File: config.mk
export PLATFORM = sky130hd
export DESIGN_NAME = indexed_list_engine
export DESIGN_NICKNAME = d
export VERILOG_FILES = /design/src/rtl/ile_pkg.sv /design/src/rtl/ile_ctrl.sv /design/src/rtl/ile_datapath.sv /design/src/rtl/indexed_list_engine.sv
export SDC_FILE = /design/constraint.sdc
export NUM_CORES = 2
export LEC_CHECK = 0
export BUFFER_PORTS_ARGS = -buffer_cell sky130_fd_sc_hd__buf_2
export CAP_MARGIN = 10
export CORE_ASPECT_RATIO = 1.75
export CORE_MARGIN = 2
export CORE_UTILIZATION = 33
export DETAILED_ROUTE_END_ITERATION = 7
export PLACE_DENSITY = 0.57
export SLEW_MARGIN = 20
export SYNTH_ARGS = -nofsm -noshare
export SYNTH_HDL_FRONTEND = slang
export SYNTH_SLANG_ARGS = --single-unit
File: constraint.sdc
create_clock -name clk -period 11.5 [get_ports clk]
set_input_delay 1.15 -clock clk [delete_from_list [all_inputs] [get_ports clk]]
set_output_delay 1.15 -clock clk [all_outputs]
set_load 0.01 [all_outputs]
File: src/rtl/ile_pkg.sv
package ile_pkg;

    // Command modes
    localparam logic [2:0] MODE_READ   = 3'd0;
    localparam logic [2:0] MODE_FRONT  = 3'd1;
    localparam logic [2:0] MODE_BACK   = 3'd2;
    localparam logic [2:0] MODE_AT     = 3'd3;
    localparam logic [2:0] MODE_DELETE = 3'd4;

    // Result status codes
    localparam logic [1:0] ST_DONE   = 2'd0;
    localparam logic [1:0] ST_BADPOS = 2'd1;
    localparam logic [1:0] ST_FULL   = 2'd2;

    // Sources for the latched position
    localparam logic [1:0] PSEL_INPUT = 2'd0;
    localparam logic [1:0] PSEL_FRONT = 2'd1;
    localparam logic [1:0] PSEL_BACK  = 2'd2;

    localparam int MODE_W   = 3;
    localparam int POS_W    = 7;
    localparam int DATA_W   = 32;
    localparam int STATUS_W = 2;
    localparam int COUNT_W  = 7;

    // Commands from the controller to the datapath
    typedef struct packed {
        logic                load;      // capture item, set pointer
        logic                ins;       // shift direction: insert opens, delete closes
        logic [1:0]          pos_sel;   // where the target position comes from
        logic                rd_en;     // read the shift source entry
        logic                rd_pos;    // read the entry at the target position
        logic                wr_shift;  // write moved entry, step pointer
        logic                wr_put;    // write new value, bump count
        logic                cnt_dec;   // drop one entry from the count
        logic                finish;    // load the result registers
        logic                use_mem;   // result value comes from the memory
        logic [STATUS_W-1:0] status;
    } ctl_cmd_t;

    // Status from the datapath to the controller
    typedef struct packed {
        logic pos_lt_cnt;  // incoming position below count
        logic pos_le_cnt;  // incoming position at most count
        logic full;        // list at capacity
        logic more;        // another entry to move
    } dp_stat_t;

endpackage

File: src/rtl/ile_ctrl.sv
module ile_ctrl (
    input  logic                            clk,
    input  logic                            rst_n,
    input  logic                            start,
    input  logic [ile_pkg::MODE_W-1:0]      mode,
    input  ile_pkg::dp_stat_t               stat,
    output ile_pkg::ctl_cmd_t               cmd,
    output logic                            busy
);

    localparam logic [2:0] S_IDLE  = 3'd0;
    localparam logic [2:0] S_RREAD = 3'd1;
    localparam logic [2:0] S_SHRD  = 3'd2;
    localparam logic [2:0] S_SHWR  = 3'd3;
    localparam logic [2:0] S_PUT   = 3'd4;
    localparam logic [2:0] S_FIN   = 3'd5;

    logic [2:0]                     state_reg, state_next;
    logic                           ins_reg, ins_next;
    logic                           use_mem_reg, use_mem_next;
    logic [ile_pkg::STATUS_W-1:0]   status_reg, status_next;

    assign busy = (state_reg != S_IDLE);

    // Hold state and the per-item decision
    always_ff @(posedge clk or negedge rst_n)
    begin
        if (!rst_n)
        begin
            state_reg   <= S_IDLE;
            ins_reg     <= 1'b0;
            use_mem_reg <= 1'b0;
            status_reg  <= ile_pkg::ST_DONE;
        end
        else
        begin
            state_reg   <= state_next;
            ins_reg     <= ins_next;
            use_mem_reg <= use_mem_next;
            status_reg  <= status_next;
        end
    end

    // Decode the item, then sequence the shift
    always_comb
    begin
        state_next   = state_reg;
        ins_next     = ins_reg;
        use_mem_next = use_mem_reg;
        status_next  = status_reg;
        cmd          = '0;
        cmd.pos_sel  = ile_pkg::PSEL_INPUT;

        unique case (state_reg)
            S_IDLE:
            begin
                if (start)
                begin
                    use_mem_next = 1'b0;
                    status_next  = ile_pkg::ST_DONE;
                    state_next   = S_FIN;
                    unique case (mode)
                        ile_pkg::MODE_READ:
                        begin
                            if (stat.pos_lt_cnt)
                            begin
                                cmd.load     = 1'b1;
                                use_mem_next = 1'b1;
                                state_next   = S_RREAD;
                            end
                            else
                                status_next = ile_pkg::ST_BADPOS;
                        end
                        ile_pkg::MODE_FRONT, ile_pkg::MODE_BACK:
                        begin
                            if (stat.full)
                                status_next = ile_pkg::ST_FULL;
                            else
                            begin
                                cmd.load    = 1'b1;
                                ins_next    = 1'b1;
                                cmd.pos_sel = (mode == ile_pkg::MODE_FRONT) ?
                                              ile_pkg::PSEL_FRONT : ile_pkg::PSEL_BACK;
                                state_next  = S_SHRD;
                            end
                        end
                        ile_pkg::MODE_AT:
                        begin
                            if (!stat.pos_le_cnt)
                                status_next = ile_pkg::ST_BADPOS;
                            else if (stat.full)
                                status_next = ile_pkg::ST_FULL;
                            else
                            begin
                                cmd.load   = 1'b1;
                                ins_next   = 1'b1;
                                state_next = S_SHRD;
                            end
                        end
                        ile_pkg::MODE_DELETE:
                        begin
                            if (stat.pos_lt_cnt)
                            begin
                                cmd.load   = 1'b1;
                                ins_next   = 1'b0;
                                state_next = S_SHRD;
                            end
                            else
                                status_next = ile_pkg::ST_BADPOS;
                        end
                        default:
                            status_next = ile_pkg::ST_BADPOS;
                    endcase
                end
            end
            S_RREAD:
            begin
                cmd.rd_pos = 1'b1;
                state_next = S_FIN;
            end
            S_SHRD:
            begin
                if (stat.more)
                begin
                    cmd.rd_en  = 1'b1;
                    state_next = S_SHWR;
                end
                else if (ins_reg)
                    state_next = S_PUT;
                else
                begin
                    cmd.cnt_dec = 1'b1;
                    state_next  = S_FIN;
                end
            end
            S_SHWR:
            begin
                cmd.wr_shift = 1'b1;
                state_next   = S_SHRD;
            end
            S_PUT:
            begin
                cmd.wr_put = 1'b1;
                state_next = S_FIN;
            end
            S_FIN:
            begin
                cmd.finish = 1'b1;
                state_next = S_IDLE;
            end
            default:
                state_next = S_IDLE;
        endcase

        cmd.ins     = ins_next;
        cmd.use_mem = use_mem_reg;
        cmd.status  = status_reg;
    end

endmodule

File: src/rtl/ile_datapath.sv
module ile_datapath #(
    parameter int CAPACITY = 64
) (
    input  logic                                clk,
    input  logic                                rst_n,
    input  ile_pkg::ctl_cmd_t                   cmd,
    input  logic [ile_pkg::POS_W-1:0]           position,
    input  logic signed [ile_pkg::DATA_W-1:0]   new_value,
    output ile_pkg::dp_stat_t                   stat,
    output logic                                done,
    output logic signed [ile_pkg::DATA_W-1:0]   read_value,
    output logic [ile_pkg::STATUS_W-1:0]        status,
    output logic [ile_pkg::COUNT_W-1:0]         entry_count
);

    localparam int AW = $clog2(CAPACITY);
    localparam int CW = $clog2(CAPACITY + 1);
    localparam int XW = (CW > ile_pkg::POS_W) ? CW : ile_pkg::POS_W;

    logic [ile_pkg::DATA_W-1:0]         mem [CAPACITY];
    logic [ile_pkg::DATA_W-1:0]         mem_q;

    logic [CW-1:0]                      count_reg;
    logic [AW-1:0]                      ptr_reg;
    logic [AW-1:0]                      pos_reg;
    logic [ile_pkg::DATA_W-1:0]         value_reg;

    logic                               done_reg;
    logic [ile_pkg::DATA_W-1:0]         read_value_reg;
    logic [ile_pkg::STATUS_W-1:0]       status_reg;
    logic [ile_pkg::COUNT_W-1:0]        entry_count_reg;

    logic [XW-1:0]                      pos_ext;
    logic [XW-1:0]                      cnt_ext;
    logic [AW-1:0]                      pos_sel;
    logic [AW-1:0]                      rd_addr;
    logic [AW-1:0]                      wr_addr;
    logic [ile_pkg::DATA_W-1:0]         wr_data;
    logic                               wr_en;

    // Classify the incoming position against the count
    assign pos_ext         = XW'(position);
    assign cnt_ext         = XW'(count_reg);
    assign stat.pos_lt_cnt = (pos_ext < cnt_ext);
    assign stat.pos_le_cnt = (pos_ext <= cnt_ext);
    assign stat.full       = (count_reg == CW'(CAPACITY));
    assign stat.more       = cmd.ins ? (ptr_reg > pos_reg)
                                     : ((CW'(ptr_reg) + CW'(1)) < count_reg);

    // Pick the target position for the item
    always_comb
    begin
        unique case (cmd.pos_sel)
            ile_pkg::PSEL_FRONT: pos_sel = '0;
            ile_pkg::PSEL_BACK:  pos_sel = count_reg[AW-1:0];
            default:             pos_sel = pos_ext[AW-1:0];
        endcase
    end

    // Address and data for the entry store
    assign rd_addr = cmd.rd_pos ? pos_reg :
                     (cmd.ins ? (ptr_reg - AW'(1)) : (ptr_reg + AW'(1)));
    assign wr_en   = cmd.wr_shift | cmd.wr_put;
    assign wr_addr = cmd.wr_put ? pos_reg : ptr_reg;
    assign wr_data = cmd.wr_put ? value_reg : mem_q;

    // Entry store: one write port, one registered read port
    always_ff @(posedge clk)
    begin
        if (wr_en)
            mem[wr_addr] <= wr_data;
        if (cmd.rd_en || cmd.rd_pos)
            mem_q <= mem[rd_addr];
    end

    // Capture the item and walk the pointer
    always_ff @(posedge clk)
    begin
        if (cmd.load)
        begin
            pos_reg   <= pos_sel;
            value_reg <= new_value;
            ptr_reg   <= cmd.ins ? count_reg[AW-1:0] : pos_sel;
        end
        else if (cmd.wr_shift)
            ptr_reg <= cmd.ins ? (ptr_reg - AW'(1)) : (ptr_reg + AW'(1));
    end

    // Track the number of entries in use
    always_ff @(posedge clk or negedge rst_n)
    begin
        if (!rst_n)
            count_reg <= '0;
        else if (cmd.wr_put)
            count_reg <= count_reg + CW'(1);
        else if (cmd.cnt_dec)
            count_reg <= count_reg - CW'(1);
    end

    // Result strobe
    always_ff @(posedge clk or negedge rst_n)
    begin
        if (!rst_n)
            done_reg <= 1'b0;
        else
            done_reg <= cmd.finish;
    end

    // Result payload
    always_ff @(posedge clk)
    begin
        if (cmd.finish)
        begin
            read_value_reg  <= cmd.use_mem ? mem_q : '1;
            status_reg      <= cmd.status;
            entry_count_reg <= cnt_ext[ile_pkg::COUNT_W-1:0];
        end
    end

    assign done        = done_reg;
    assign read_value  = read_value_reg;
    assign status      = status_reg;
    assign entry_count = entry_count_reg;

endmodule

File: src/rtl/indexed_list_engine.sv
// Channel   Ports                                   Handshake
// command   mode, position, new_value               start, taken when busy is low
// result    read_value, status, entry_count         done, one cycle, no back-pressure
//
// A rejected command goes straight to S_FIN; a read passes S_RREAD first.
// Each entry moved takes S_SHRD then S_SHWR: one registered read, then one write
// on the entry memory. An insert then writes the new value in S_PUT, a delete
// drops the count. busy stays high until the result is loaded.
// Reset clears the count and the controller; the entry memory is not cleared.
// The result strobe cannot be held off; a new command may be taken while done shows.
module indexed_list_engine #(
    parameter int CAPACITY = 64
) (
    input  logic                                clk,
    input  logic                                rst_n,
    input  logic                                start,
    output logic                                busy,
    input  logic [ile_pkg::MODE_W-1:0]          mode,
    input  logic [ile_pkg::POS_W-1:0]           position,
    input  logic signed [ile_pkg::DATA_W-1:0]   new_value,
    output logic                                done,
    output logic signed [ile_pkg::DATA_W-1:0]   read_value,
    output logic [ile_pkg::STATUS_W-1:0]        status,
    output logic [ile_pkg::COUNT_W-1:0]         entry_count
);

    ile_pkg::ctl_cmd_t  cmd;
    ile_pkg::dp_stat_t  stat;
    logic               start_ok;

    assign start_ok = start & ~busy;

    // Sequence each item
    ile_ctrl u_ctrl (
        .clk   (clk),
        .rst_n (rst_n),
        .start (start_ok),
        .mode  (mode),
        .stat  (stat),
        .cmd   (cmd),
        .busy  (busy)
    );

    // Store entries and build results
    ile_datapath #(
        .CAPACITY (CAPACITY)
    ) u_dp (
        .clk         (clk),
        .rst_n       (rst_n),
        .cmd         (cmd),
        .position    (position),
        .new_value   (new_value),
        .stat        (stat),
        .done        (done),
        .read_value  (read_value),
        .status      (status),
        .entry_count (entry_count)
    );

endmodule

## Word-level counts from Yosys, hierarchy flattened

Memories as Yosys holds them, arrays and structs flattened. A register that Yosys moved wholly into a read port is not among the register bits.
Index checks and enable logic that the tools add are counted.

- Eq/ne operators: 13
- Order comparisons: 4
- $add $sub $neg: 5
- Reductions and logical operators: 10
- Bitwise operators: 3
- Multiplexer cells: 53

Operators by type and width:

| kind | count |
|---|---|
| 2-to-1 mux 6 bit | 6 |
| 2-to-1 mux 32 bit | 1 |
| 2-to-1 mux 1 bit | 25 |
| case mux 3 bit (4 select lines) | 2 |
| 2-to-1 mux 3 bit | 6 |
| less-than comparator 7 bit | 2 |
| 2-to-1 mux 2 bit | 7 |
| 2-to-1 mux 7 bit | 2 |
| == test 3 x 2 -> 1 bit (second input constant) | 4 |
| case mux 6 bit (2 select lines) | 1 |
| == test 3 bit (second input constant) | 3 |
| adder 6 x 1 -> 7 bit (second input constant) | 1 |
| adder 7 x 1 -> 7 bit (second input constant) | 1 |
| == test 7 bit (second input constant) | 1 |
| <= comparator 7 bit | 1 |
| subtractor 7 x 1 -> 7 bit (second input constant) | 1 |
| adder 6 x 1 -> 6 bit (second input constant) | 1 |
| == test 3 x 1 -> 1 bit (second input constant) | 2 |
| > comparator 6 bit | 1 |
| zero test 3 bit | 2 |
| case mux 1 bit (3 select lines) | 2 |
| case mux 2 bit (3 select lines) | 1 |
| OR reduction 2 bit | 3 |
| subtractor 6 x 1 -> 6 bit (second input constant) | 1 |
| other kinds (10) | 11 |

- RAM bits: 2048
- Logic and storage cells: 101
- Memories: 1
- Output and inout port bits: 43
- Register bits after elaboration: 100
- Input bits: 45

Memories:

| name | words | bits a word | read ports | clocked after Yosys merged registers in | write ports | line | RTL |
|---|---|---|---|---|---|---|---|
| u_dp.mem | 64 | 32 | 1 | 1 | 1 | ile_datapath.sv:20 | `logic [ile_pkg::DATA_W-1:0] mem [CAPACITY];` |

## Longest topological paths before layout

- Word-level depth: 11
- Depth in mapped cells: 23
- Gate-level depth less buffers: 18

## By module

Synthesis repeated with hierarchy kept, for this count alone.

- Cells, all modules: 5058
- Area total of the unflattened synthesis: 86721.9 µm²

By module, submodules not included:

| module | instances | area an instance (µm²) | seq. area each (µm²) | cells each |
|---|---|---|---|---|
| ile_datapath | 1 | 86198.9 | 65212.5 | 4998 |
| ile_ctrl | 1 | 509.2 | 175.2 | 59 |
| indexed_list_engine | 1 | 13.8 | 0.0 | 1 |

## Worst setup path before layout

Ideal clock, no wire load.

- Path kind: input -> register
- Start point: in position[4] (netlist name)
- End point: reg u_dp.mem_q[0] (netlist name) (read register of u_dp.mem) (enable)
- Setup time: 466 ps
- Stages on the path: 10
- Buffers on the path: 1
- Required time: 11034 ps
- Arrival time: 5099 ps
- Path slack: 5936 ps
- Path through: ha_1 a21o_1 a21o_1 a21o_1 nor2_2 o2111ai_1 a21o_1 buf_4 mux2i_1 o21ai_0

- Word-level cells in the longest chain between the ends: 9
- Elaborated cells on any way between the ends: 13
- Classes of those cells: order compare (2); mux (10); reduce/logical (1)

RTL lines:

| item | line | RTL |
|---|---|---|
| start, declared | indexed_list_engine.sv:19 | `input logic [ile_pkg::POS_W-1:0] position,` |
| less-than comparator 7 bit / <= comparator 7 bit (equally long branches) | ile_datapath.sv:44, ile_datapath.sv:45 |  |
| 2-to-1 mux 1 bit (on tied branches) | ile_ctrl.sv:102, ile_ctrl.sv:89 |  |
| case mux 1 bit (3 select lines) * | ile_ctrl.sv:62 | `unique case (mode)` |
| 2-to-1 mux 1 bit * | ile_ctrl.sv:57 | `if (start)` |
| 2-to-1 mux 1 bit * | ile_ctrl.sv:54 | `unique case (state_reg)` |
| 2-to-1 mux 1 bit | ile_datapath.sv:47 | `assign stat.more = cmd.ins ? (ptr_reg > pos_reg)` |
| 2-to-1 mux 1 bit | ile_ctrl.sv:123 | `if (stat.more)` |
| 2-to-1 mux 1 bit | ile_ctrl.sv:54 |  |
| logical OR 1 bit | ile_datapath.sv:72 | `if (cmd.rd_en \|\| cmd.rd_pos)` |
| end, declared | ile_datapath.sv:21 | `logic [ile_pkg::DATA_W-1:0] mem_q;` |

Mark *: on every way between the ends. The rest lies on a longest branch, timed or not.
A chain may end at the register's enable or synchronous reset.

==> impl_metrics.py <==
metrics = {
    "run_status": {
        "status": "finished clean",
    },
    "job": {
        "maxCapViolCount": 0,
    },
    "clock_network": {
        "cts-htree-levels": 4,
        "cts_max_path_buffers": 4,
        "cts_tree": "built",
        "hold_buffers": 0,
        "insertion_delay_ps": 870,
        "cts_resized": 0,
        "cts_buffers": 202,
        "cts_setup_buffers": 0,
        "clkSinkCount": 2180,
        "root_buffer": "clkbuf_16",
        "clk_pin_slew_ps": 70,
    },
    "cells_and_area": {
        "drive_above_1_share_pct": 21.1,
        "fin_nets": 4586,
        "largest_reg_flops": 2048,
        "finalNonFillerCells": 7999,
        "final_common_cell": "edfxtp_1",
        "syn_to_final_growth_pct": 13.3,
        "regMostFlops": "u_dp.mem",
        "mostFrequentLayoutCells": "2165 x edfxtp_1, 498 x nand2_1, 384 x mux4_2",
    },
    "yosys": {
        "ys_warn_count": 0,
        "yosysTopAreaCell": "edfxtp_1",
        "ys_seq_area_share_pct": 77.4,
        "synth.distinct_cells": 62,
        "ys_seq_elements": 2180,
        "synthArstFlopShare_pct": 0.688,
        "syn_inst": 4355,
        "synthFlopType": "edfxtp_1",
        "synth_edf_count": 2165,
        "synth_area_leaders": "edfxtp_1 77%, mux4_2 10%, nand2_1 2.4%, a21oi_1 1.2%, a221o_1 0.76%",
        "synth_area_sq_um": 84500,
        "yosysTopAreaCellShare_pct": 76.9,
        "syn_nets": 4432,
        "syn_avg_cell_area_sq_um": 19.4,
    },
    "floorplanning": {
        "initial_core_util_pct": 33.2,
        "die_h_um": 674,
        "die_area_sq_um": 260000,
        "core_area_sq_um": 255000,
        "ioPinCount": 88,
        "rows": 245,
        "die_x_um": 387,
    },
    "sta": {
        "hold_viol": 0,
        "period_minus_slack_ps": 7280,
        "drv_slew": 0,
        "setup_viol": 0,
        "worst_slew_pin_slew_ps": 1190,
        "slew_headroom_pct": 20.0,
        "fmax_mhz": 137,
        "period_share_pct": 63.3,
        "rsz0062_at_grt": "false",
        "worst_clock_skew_ps": 52.1,
        "finalSetupTns_ps": 0,
    },
    "pwr": {
        "leakagePower_uw": 0.0297,
        "p_total_uw": 29500,
        "pwr_density_cell_nw_per_um2": 308,
        "irDropWorstVdd_v": 0.000342,
    },
    "route": {
        "vias": 43860,
        "wl_met2_mm": 124,
        "drtIter0Drc": 5098,
        "drc_errors": 0,
        "wire_per_inst_um": 29.9,
        "drtAntennaViolNets": 0,
        "top_layer": "met5",
        "wirelength_met1_mm": 88.6,
        "avgViaCountPerCell": 5.48,
        "drtPass1Iterations": 5,
        "finalWirelength_mm": 239,
        "dr_wl_met3_mm": 15.8,
    },
    "critical_path": {
        "worst-r2r-cell-count": 18,
        "cp-start-kind": "flip-flop",
        "worstPathMaxFanout": 130,
        "critPathCaptureType": "flip-flop",
        "crit_arrival_ps": 7800,
        "critPathRequiredTime_ps": 12030,
        "critPathKind": "reg2reg",
    },
    "global_routing": {
        "grt_pass1_vias": 44066,
        "antenna_found_initial": 19,
        "track_usage_pct": 18.0,
        "grt_pass1_wl_mm": 334,
        "grt_max_degree": 131,
        "overflow": 0,
    },
    "hold_path": {
        "timing.hold.worst.class": "in2async",
    },
    "place": {
        "hpwl_mm": 121,
        "port_buffers": 87,
        "routabilityCongestion": 0.764,
        "dp_cells": 7639,
    },
}
-- through the flow --
stage	hold WS, ps	setup slack, ps	instance area [sq um]	util, %
6_report	203	4220	95800	37.6
5_1_grt	210	4010	95700	37.6
4_1_cts	166	4310	95700	37.6
3_5_place_dp	467	3730	89600	35.2
3_3_place_gp	467	3630	89500	35.1
2_1_floorplan	425	5940	84500	-
-- critical path, stage by stage (launching register included) --
cell,delay [ps]
dfrtp_1,520
inv_1,130
ha_1,320
nor2b_1,140
o21ai_0,200
a21oi_1,180
nor4_4,380
and3_1,230
a21o_1,450
inv_1,230
ha_1,390
nand2b_1,90
a21oi_1,410
o211a_4,730
buf_12,470
mux4_2,420
a221o_1,300
o21ai_1,810
mux2i_1,190
-- final timing paths --
path	slack (ps)	from	to
worst max-delay path	4220	u_dp.cnt_ext[1]$_DFFE_PN0P_	u_dp.mem_q[11]$_DFFE_PP_
worst min-delay path	200	rst_n	u_ctrl.ins_reg$_DFF_PN0_
worst max register to register	4220	u_dp.cnt_ext[1]$_DFFE_PN0P_	u_dp.mem_q[11]$_DFFE_PP_
worst min register to register	480	u_ctrl.status_reg[1]$_DFFE_PN0P_	u_dp.status[1]$_DFFE_PP_
max in group asynchronous	10990	rst_n	u_ctrl.use_mem_reg$_DFFE_PN0P_
min in group clk	460	new_value[12]	u_dp.value_reg[12]$_DFFE_PP_
-- synth_stat cells, drive strengths merged (10+ instances only) --
cell type and n:
mux4 384, inv 27, nand2 530, ha 30
a32oi 65, o21ai 88, a22oi 64, o211ai 67
clkbuf 112, dfrtp 15, a21oi 201, nand3 16
a21o 11, a22o 65, nor2 85, a32o 64
edfxtp 2165, buf 149, a221o 64, mux2i 45
o31ai 10, nand2b 34
-- routing by layer --
layer / vias to the layer above / global-route usage [%]
met5: - / 0
met4: 14 / 7.93
met3: 404 / 2.57
met2: 1718 / 32.1
met1: 23599 / 21.5
li1: 18125 / -
-- final cells by class --
class | count | area (sq um)
fillers | 23063 | 159000
flip-flops and latches | 2180 | 65400
multi-input cells | 1887 | 18500
clock buffers | 251 | 5320
well taps | 3334 | 4170
repair buffers | 211 | 1500
clock inverters | 103 | 791
inverters | 27 | 101
diodes | 6 | 15.0
-- kinds of logic after synthesis --
family / share of synthesized area [%]
compound gates: 6.21
fa+ha+maj: 0.491
buf+inv: 1.74
mux: 10.8
xor+xnor: 0.145
flops: 77.4
simple gates: 3.26
-- where the power goes --
| part | switching, uW | internal [uW] |
|---|---|---|
| clock | 2920 | 3500 |
| sequential | 225 | 10900 |
| combinational | 8240 | 3690 |
(Power assumes the default switching activity.)
